[config.mk]
export PLATFORM = sky130hd
export DESIGN_NAME = mlfq_ram
export DESIGN_NICKNAME = d
export VERILOG_FILES = /design/src/rtl/mlfq_ram.sv
export SDC_FILE = /design/constraint.sdc
export NUM_CORES = 2
export LEC_CHECK = 0
export BUFFER_PORTS_ARGS = -buffer_cell sky130_fd_sc_hd__clkbuf_2
export CORE_ASPECT_RATIO = 1.2
export CORE_MARGIN = 3
export CORE_UTILIZATION = 49
export CTS_BUF_LIST = sky130_fd_sc_hd__clkbuf_4 sky130_fd_sc_hd__clkbuf_8
export DETAILED_ROUTE_END_ITERATION = 10
export GPL_TIMING_DRIVEN = 0
export HOLD_SLACK_MARGIN = 0.12
export PLACE_DENSITY = 0.71
export SKIP_CTS_REPAIR_TIMING = 1
export SYNTH_ARGS = -nofsm -noshare
export SYNTH_HDL_FRONTEND = slang
export SYNTH_SLANG_ARGS = --single-unit
[constraint.sdc]
create_clock -name clk -period 5.5 [get_ports clk]
set_clock_uncertainty 0.2 [all_clocks]
set_input_delay 0.825 -clock clk [delete_from_list [all_inputs] [get_ports clk]]
set_output_delay 0.825 -clock clk [all_outputs]
set_load 0.05 [all_outputs]
[src/rtl/mlfq_ram.sv]
`timescale 1ns / 1ps
// ----------------------------------------------------------------------------
// mlfq_ram
// Simple dual-port synchronous RAM, one write and one registered read.
// ----------------------------------------------------------------------------
module mlfq_ram #(
	parameter int DEPTH = 256,
	parameter int AW    = 8,
	parameter int W     = 16
) (
	input  logic          clk,
	input  logic          we,
	input  logic [AW-1:0] waddr,
	input  logic [W-1:0]  wdata,
	input  logic [AW-1:0] raddr,
	output logic [W-1:0]  rdata
);

	logic [W-1:0] mem [DEPTH];

	always_ff @(posedge clk) begin
		if (we) begin
			mem[waddr] <= wdata;
		end
		rdata <= mem[raddr];
	end

endmodule

* Word-level counts from Yosys, hierarchy flattened
Memories as Yosys holds them, arrays and structs flattened. A register that Yosys moved wholly into a read port is not among the register bits. Cells that the tools add are included.
Word-level totals: bits in registers 0, memory bits (writable) 4096, bits of input ports 34, output and inout port bits 16, word-level logic and storage cells 3, memories 1
Memory list:
- mem | words 256, bits a word 16, rd ports 1, clocked after memory_dff 1, wr ports 1, RTL line 19 | logic [W-1:0] mem [DEPTH];
Cells by class: multiplexer cells 2
Operator list (number):
- two-way mux 1 bit | 2

* Depth between registers and ports, before layout
depth after elaboration 2, depth in mapped cells 12, gate-level depth less buffers 6

* Worst setup path after synthesis
Ideal clock, no wire load.
path kind input to register, start in waddr[3], end mem mem[235][0] (enable), library setup time 388 ps, data arrival time 2602 ps, data required time 4912 ps, slack 2310 ps, stages 6, path buffers 3, cells stage by stage clkbuf_1 > nor2b_1 > clkbuf_1 > nand4_1 > clkbuf_1 > nor2_1
RTL lines:
- start, declared | RTL line 13 | input logic [AW-1:0] waddr,
- end, declared | RTL line 19
Straight into the memory's write port.

==> flow_metrics.tcl <==
set metrics [dict create \
    p_comb_share_pct 6.2 \
    tightest_slew_ns 1.614 \
    finalPower_w 0.06294 \
    maxCapViolations 7 \
    finalWorstSetupSlack_ns -0.2339 \
    dieArea_um2 330800 \
    coreArea_um2 321800 \
    start_util_pct 49.32 \
    synth_edf_count 4096 \
    cp-start-kind "input pin" \
    final_antenna_net_count 0 \
    rsz0062_at_grt "no" \
    via_per_inst 6.486 \
    cts_tree "done" \
    critical_path_class "input pin to flip-flop" \
    crit_fanout 10 \
    fin_tns_setup_ns -0.6751 \
    power_leakage_nw 57.30 \
    finalWirelength_um 492500 \
    nets 8289 \
    clk_pin_slew_ns 0.06 \
    r2r_slack_ns 1.04 \
    seqPwrFrac_pct 54.9 \
    fp.dieW_um 525.5 \
    status "complete, but fails checks" \
    drive_above_1_share_pct 29.60 \
    p_int_w 0.04818 \
    row_count 228 \
    power-per-cell-area_nw_per_um2 347.6 \
    timing_hold_violations_final 0 \
    max-vdd-ir-drop_mv 0.3073 \
    p_sw_w 0.01476 \
    synth_top_area_cell "edfxtp_1" \
    firstDrtPassIters 5 \
    syn_nets 7394 \
    ys.warnings.count 0 \
    holdWs_ns 0.08552 \
    cts-buffers-inserted 633 \
    synth_top_cells_by_area "edfxtp_1 77%, mux4_2 11%, mux2i_1 3.6%" \
    routabilityCongestion 1.009 \
    setup_viol 5 \
    place_hpwl_um 337400 \
    syn_to_final_growth_pct 14.07 \
    drv_slew 64 \
    clkPwrFrac_pct 38.9 \
    grtUsageTotal_pct 29.43 \
    grt_remaining_overflow 0 \
    worstPathRequired_ns 6.30 \
    io_buffer_count 39 \
    hp-class "input pin to flip-flop" \
    grt_max_degree 145 \
    clock-sinks 4112 \
    first_iter_violations 12420 \
    max_freq_mhz 174.4 \
    cts-root-buf "clkbuf_8" \
    cts_buffer_depth 4 \
    detail_route.wl_per_cell_um 37.84 \
    yosysTopAreaCellShare_pct 77.50 \
    ioPinCount 50 \
    syn_area_um2 158700 \
    die_h_um 629.5 \
    swShare_pct 23.45 \
    drc 0 \
    first_global_vias 84200 \
    synth.avg_cell_area_um2 21.56 \
    max_slew_margin_pct -7.598 \
    synth-seq-area-share_pct 77.70 \
    syn_inst 7360 \
    dp_slack_ns -1.216 \
    crit_path_end_kind "flip-flop" \
    arrival_ns 6.54 \
    async_flop_share_pct 0 \
    fin_crit_sh_pct 104.3 \
    synth_seq_cells 4112 \
    min_period_ns 5.734 \
    antenna_found_initial 37 \
    htreeDepth 6 \
    clk_latency_ns 1.24 \
    grt_pass1_wl_um 673400 \
    violations "capacitance limit, slew limit, setup timing" \
    nFillCells 23340 \
    synth_cell_types 52 \
    synth_top_flop_cell "edfxtp_1" \
    vias 84410 \
]
## cells in the mapped netlist (2+ instances only)
cell type / number
buf_2: 76
inv_1: 3
buf_12: 5
mux2i_1: 565
mux4_2: 797
a221oi_1: 28
o21ai_0: 37
a21oi_1: 175
a22oi_1: 43
nor3_1: 92
nor4_1: 17
a2111oi_0: 6
and4_1: 2
nand4b_1: 3
o32ai_1: 20
and3_1: 11
or2_2: 4
nand2_1: 38
a31oi_1: 6
mux2_2: 88
o31ai_1: 16
nor4bb_1: 2
nand4_1: 26
a211oi_1: 18
o221ai_1: 252
nand2b_1: 3
dfxtp_1: 16
nand3_1: 35
a21o_1: 2
buf_4: 26
or3_1: 2
nor2_1: 304
buf_6: 77
clkbuf_1: 230
a22o_1: 32
o22ai_1: 148
buf_8: 11
nor2b_1: 9
buf_1: 27
edfxtp_1: 4096
## registers in the layout, indices dropped and copies added (netlist names)
name   count
mem     4096
rdata     16
## path summary, 6_finish.rpt
kind	end	from	cells after the start
hold / removal	mem[181][4]	wdata[4]	1
hold reg to reg	rdata[6]	mem[225][6]	6
setup reg to reg	rdata[6]	mem[139][6]	6
setup / recovery	rdata[9]	raddr[2]	8
## routing by layer
metal	vias up	part of all wire (%)	wire, um	global-route usage (%)
met2	5907	47	232000	46.33
met1	43840	33	164700	35.95
met5	-	0.028	137	0
met4	20	8.6	42110	21.03
met3	1393	11	53570	7.042
li1	33250	-	-	-
## logic make-up (layout without fill, tap and decap cells)
kind of cell	count (synthesis)	in the layout	share of synthesized area, %
other	0	20	0
AND/OR/NAND/NOR	556	556	1.574
multiplexers	1450	1450	15.50
AO/OA/AOI/OAI	786	786	3.537
flip-flops	4112	4112	77.70
buffers and inverters	456	1835	1.693
## area by class of cell
class | instances | area [um2] | area share, %
Clock inverter | 282 | 1625 | 0.8977
Tap cell | 4255 | 5324 | 2.941
Clock buffer | 837 | 10300 | 5.689
Sequential cell | 4112 | 123300 | 68.11
Timing Repair Buffer | 260 | 4303 | 2.377
Buffer | 452 | 2706 | 1.495
Inverter | 4 | 15.01 | 0.008293
Multi-Input combinational cell | 2792 | 33410 | 18.45
Antenna cell | 20 | 50.05 | 0.02764
## power groups by stage
stage	Sequential (W)	Combinational (W)	Clock (W)
global placement	0.0354	0.00359	0
finish	0.0346	0.00388	0.0245
floorplan	0.0353	0.00170	0
global route	0.0346	0.00393	0.0260
CTS	0.0346	0.00379	0.0246
detailed placement	0.0352	0.00378	0
## critical path: stages
cell      delay (ns)
buf_2           0.39
clkbuf_2        0.71
clkbuf_1        0.95
clkbuf_1        1.17
a21oi_1         0.07
o21ai_0         1.18
nand4_1         0.20
nor4_1          0.99
## layout by cell type, fill, tap and decap left out, types with 67 or more instances in the layout
cell type  instances
edfxtp_1        4096
clkinv_1         154
a21oi_1          175
clkbuf_8         658
nor2_2           248
o221ai_1         252
o22ai_1          148
clkbuf_1         206
buf_6             88
buf_8            129
mux2i_1          565
clkbuf_4         198
buf_2             78
nor3_1            90
mux2_2            88
mux4_2           797
clkinv_2          67
## per-stage QoR
stage                     instances  area (um2)  utilization [%]
after CTS                     12980      180800            56.18
after detailed placement      11860      168900            52.48
after global routing          13000      181000            56.25
after global placement        11650      164200            51.04
after floorplan                7360      158700                -
final                         13010      181000            56.26
No activity file was read; power rests on OpenSTA's default activity.
