$ cat src/rtl/mlfq_ptab.sv
`timescale 1ns / 1ps
// ----------------------------------------------------------------------------
// mlfq_ptab
// Per-process record memory; unwritten entries read as zero.
// ----------------------------------------------------------------------------
module mlfq_ptab #(
	parameter int DEPTH = 16,
	parameter int AW    = 4,
	parameter int W     = 28
) (
	input  logic          clk,
	input  logic          arst_n,
	input  logic          we,
	input  logic [AW-1:0] waddr,
	input  logic [W-1:0]  wdata,
	input  logic [AW-1:0] raddr,
	output logic [W-1:0]  rdata
);

	logic [W-1:0] mem [DEPTH];
	logic [DEPTH-1:0] valid_q;
	logic [W-1:0] rd_q;
	logic rv_q;

	always_ff @(posedge clk or negedge arst_n) begin
		if (!arst_n) begin
			valid_q <= '0;
			rv_q <= 1'b0;
		end else begin
			if (we) begin
				valid_q[waddr] <= 1'b1;
			end
			rv_q <= valid_q[raddr];
		end
	end

	always_ff @(posedge clk) begin
		if (we) begin
			mem[waddr] <= wdata;
		end
		rd_q <= mem[raddr];
	end

	assign rdata = rv_q ? rd_q : '0;

endmodule
$ cat config.mk
export PLATFORM = sky130hd
export DESIGN_NAME = mlfq_ptab
export DESIGN_NICKNAME = d
export VERILOG_FILES = /design/src/rtl/mlfq_ptab.sv
export SDC_FILE = /design/constraint.sdc
export NUM_CORES = 1
export LEC_CHECK = 0
export ABC_AREA = 0
export BUFFER_PORTS_ARGS = -buffer_cell sky130_fd_sc_hd__buf_4
export CAP_MARGIN = 25
export CORE_MARGIN = 3
export CORE_UTILIZATION = 45
export DETAILED_ROUTE_END_ITERATION = 7
export SLEW_MARGIN = 30
export SYNTH_ARGS = -nofsm -noshare
export SYNTH_HDL_FRONTEND = slang
export SYNTH_SLANG_ARGS = --single-unit
$ cat constraint.sdc
create_clock -name clk -period 2.6 [get_ports clk]
set_input_delay 0.26 -clock clk [delete_from_list [all_inputs] [get_ports clk]]
set_output_delay 0.26 -clock clk [all_outputs]
set_load 0.02 [all_outputs]
* After elaboration in Yosys (flattened, before gate mapping)
Memory sizes are Yosys's and may differ from the RTL's. A register that Yosys moved wholly into a read port is not among the register bits.
Cells that the tools add are included.
** Cells by class
- Magnitude comparators :: 3
- Multiplexer cells :: 7
- Bitwise gates (word level) :: 1
- Reduce and logical (&&, ||, !) cells :: 1
** Operators with widths (number)
- two-way mux 28 bit :: 1
- OR 16 bit :: 1
- less-than comparator 4 x 5 -> 1 bit, second input constant :: 2
- binary-select mux 1 bit (select 4 bit) :: 1
- demux 1 bit (select 4 bit) :: 1
- greater-or-equal comparator 4 x 1 -> 1 bit, second input constant :: 1
- two-way mux 1 bit :: 4
- logical AND 1 bit :: 1
** Word-level totals
- Flip-flop bits (word level) :: 17
- Bits in writable memories :: 448
- Input bits :: 39
- Memories :: 1
** Memory list
- mem :: words 16, width 28, read ports 1, clocked after Yosys merged registers in 1, wr ports 1, line 20 : logic [W-1:0] mem [DEPTH];

* Logic depth before layout (Yosys ltp)
- Depth in word-level cells :: 5
- Gate-level depth with buffers :: 6
- Mapped depth without buffers :: 3

* Worst setup path before layout
Ideal clock, no wire load.
- Path type :: input to register
- From :: input waddr[2]
- To :: memory mem[0][0] (enable)
- Library setup time :: 450 ps
- Arrival time :: 2740 ps
- Data required time :: 2150 ps
- Slack :: -589 ps
- Stages :: 2
- Path buffers :: 0
- Path through :: or3b_2 > nor3_1
** RTL lines
- start: declaration :: line 14 : input logic [AW-1:0] waddr,
- end: declaration :: line 20
No word-level cell before the write port.

* Final worst setup path
- From :: register rv_q
- To :: output rdata[7]
** Between the ends
- Longest elaborated chain between the ends :: 1
** RTL lines
- start: declaration :: line 23 : logic rv_q;
- start signal: assignment :: line 33 : rv_q <= valid_q[raddr];
- two-way mux 28 bit :: line 44 : assign rdata = rv_q ? rd_q : '0;
- end: declaration :: line 17 : output logic [W-1:0] rdata
No other way between the ends.

==> results.py <==
metrics = {
    "finish": {
        "syn2layout_area_growth_pct": 18.60,
        "postLayoutCoreUtil_pct": 54.21,
        "nNetsFinal": 992,
        "drive_above_1_share_pct": 32.46,
        "diodes": 0,
    },
    "pwr": {
        "power_switching_w": 0.003524,
        "intPower_w": 0.01339,
        "combPwrFrac_pct": 6.6,
        "sequentialPowerShare_pct": 53.0,
        "power_density_nw_per_um2": 781.7,
        "p_leak_nw": 7.106,
        "swShare_pct": 20.83,
        "ir_drop_uv": 440.5,
        "p_clk_share_pct": 40.4,
    },
    "place": {
        "dp.final_hpwl_um": 20410,
        "routabilityCongestion": 0.6800,
        "port_buffers": 66,
    },
    "die": {
        "num_rows": 73,
        "die_h_um": 207.3,
        "die_w_um": 207.3,
        "io_pins": 67,
        "dieArea_um2": 42990,
        "fp.coreArea_um2": 39910,
        "start_util_pct": 45.70,
    },
    "routing": {
        "vias_per_cell": 5.597,
        "routed_wl_um": 38400,
        "ant_nets": 0,
        "drtIter0Drc": 826,
        "wl_per_cell_um": 25.26,
        "num_vias": 8507,
        "route.detailed.drc": 0,
        "firstDrtPassIters": 5,
    },
    "synthesis": {
        "syn_inst": 807,
        "ys_top_cells_by_area": "edfxtp_1, mux4_2, dfxtp_1",
        "ys_seq_elements": 493,
        "synth_top_area_cell": "edfxtp_1",
        "synth_area_um2": 18240,
        "yosysTopAreaCellShare_pct": 73.74,
        "ys_seq_area_share_pct": 79.15,
        "synth_ff_type": "edfxtp_1",
        "yosysWarnings": 0,
        "synthTopCellsByCount": "edfxtp_1, mux4_2, a22oi_1, nand2_1, and2_1",
        "ys_types": 22,
        "async_flop_share_pct": 3.448,
        "yosysMostFrequentCell": "edfxtp_1",
        "syn_avg_cell_area_um2": 22.61,
        "synth-edff-count": 448,
        "synth_nets": 846,
    },
    "timing": {
        "slew_violations": 0,
        "rsz0062_at_grt": "no",
        "min_period_over_period_pct": 71.18,
        "finClkSkew_ps": 10.62,
        "worst_pin_slew_ps": 556.7,
        "hold_viol": 0,
        "setup_viol": 0,
        "relSlewSlack_pct": 62.89,
        "fmax_mhz": 540.4,
        "tns_ps": 0,
        "fin_crit_ps": 1851,
    },
    "setup_path": {
        "setup.worst_path.start_class": "flop",
        "crit_path_cell_trace": "buf_4 -> and2_1 -> buf_4",
        "required_ps": 2340,
        "slowest_delay_ps": 360,
        "path_delay_family": "buffers and inverters",
        "critPathSlowestCell": "dfrtp_1",
        "endpoint_kind": "output pin",
        "path_max_fanout": 17,
        "worst_ep_arrival_time_ps": 1590,
        "worst-path-buf-inv": 2,
        "path_class": "flop to output pin",
        "cp_common_cell": "buf_4",
    },
    "clock_network": {
        "clk_path_buf_depth": 3,
        "post_cts_buffers": 0,
        "root_buffer": "clkbuf_16",
        "cts_tree": "done",
        "cts_max_level": 2,
        "cts_buffers": 50,
        "insertion_delay_ps": 570,
        "clkSinkCount": 493,
        "cts.clk_slew.worst_paths_ps": 60,
    },
    "run": {
        "max-cap-violations": 0,
    },
    "worst_hold_path": {
        "hold_class": "input port to asynchronous set/reset pin",
    },
    "grt": {
        "grt_overflow": 0,
        "antenna_found_initial": 0,
        "grt_pass1_vias": 8877,
        "grt_start_max_net_pins": 72,
        "track_usage_pct": 18.04,
        "grt_pass1_wl_um": 57790,
    },
    "outcome": {
        "status": "complete, no violations",
    },
}
[per-stage QoR]
stage / hold slack [ps] / cells / setup WS, ps / power, W / instance area [um2]
after floorplan: -35.59 / 807 / 186.2 / 0.009719 / 18260
after detailed placement: 134.9 / 1397 / 720.9 / 0.01023 / 19760
after global routing: 154.4 / 1520 / 705.5 / 0.01750 / 21640
after CTS: 117.4 / 1520 / 713.5 / 0.01710 / 21640
after global placement: 132.5 / 1397 / 707.7 / 0.01021 / 19760
final: 142.8 / 1520 / 749.4 / 0.01691 / 21640
[worst register-to-register path, stage by stage, from the launching register on]
cell	delay, ps
edfxtp_1	360
mux4_2	460
a22oi_1	290
nand2_1	80
[worst paths after layout]
path                        startpoint          end  depth (start not counted)  slack [ps]
setup reg to reg           mem[11][17]     rd_q[17]                          3        1290
hold / removal                  arst_n  valid_q[15]                          2         140
max in group asynchronous       arst_n  valid_q[11]                          2        2270
min in group clk              raddr[2]      rd_q[8]                          4         230
hold reg to reg            valid_q[10]  valid_q[10]                          1         460
setup / recovery                  rv_q     rdata[7]                          3         750
[registers in the layout (all words and copies together), names as in the netlist]
register,flops
mem,448
rd_q,28
rv_q,1
valid_q,16
[logic make-up after synthesis]
family	synth area share, %
AO/OA/AOI/OAI	2.387
multiplexers	14.44
flip-flops	79.15
buffers and inverters	1.187
AND/OR/NAND/NOR	2.833
[layer usage]
| layer | up-vias | GRT usage, % | share of wire [%] |
|---|---|---|---|
| li1 | 3663 | - | - |
| met3 | 41 | 2.630 | 5.6 |
| met5 | - | 0 | 0 |
| met1 | 4552 | 28.11 | 46 |
| met4 | 0 | 4.635 | 1.5 |
| met2 | 251 | 27.23 | 47 |
[power groups by stage]
stage | Sequential (W) | Clock [W] | Combinational (W)
6_report | 0.00896 | 0.00683 | 0.00112
5_1_grt | 0.00898 | 0.00731 | 0.00121
4_1_cts | 0.00896 | 0.00700 | 0.00114
3_5_place_dp | 0.00912 | 0 | 0.00110
3_3_place_gp | 0.00912 | 0 | 0.00109
2_1_floorplan | 0.00910 | 0 | 0.000618
[repair_timing]
action                                 CTS  global route
endpoints found under the hold margin  463             0
hold buffers                            29             0
gates resized for setup                  0             0
[cells in the final DEF (no fill, tap or decap), types with 16 or more instances in the layout]
cell	instances
dfrtp_1	17
nand2_1	30
and2_1	28
clkbuf_16	53
or2_2	16
clkbuf_1	16
buf_4	94
dlygate4sd3_1	29
mux4_2	110
dfxtp_1	28
edfxtp_1	448
a22oi_1	58
[cell type report]
class	count	area (um2)
clock inverters	19	117.6
multi-input cells	274	3746
well taps	525	656.9
flip-flops and latches	493	14440
fillers	3005	18280
clock buffers	75	1469
repair buffers	134	1207
Note: power is estimated with default switching activity, not from simulation.
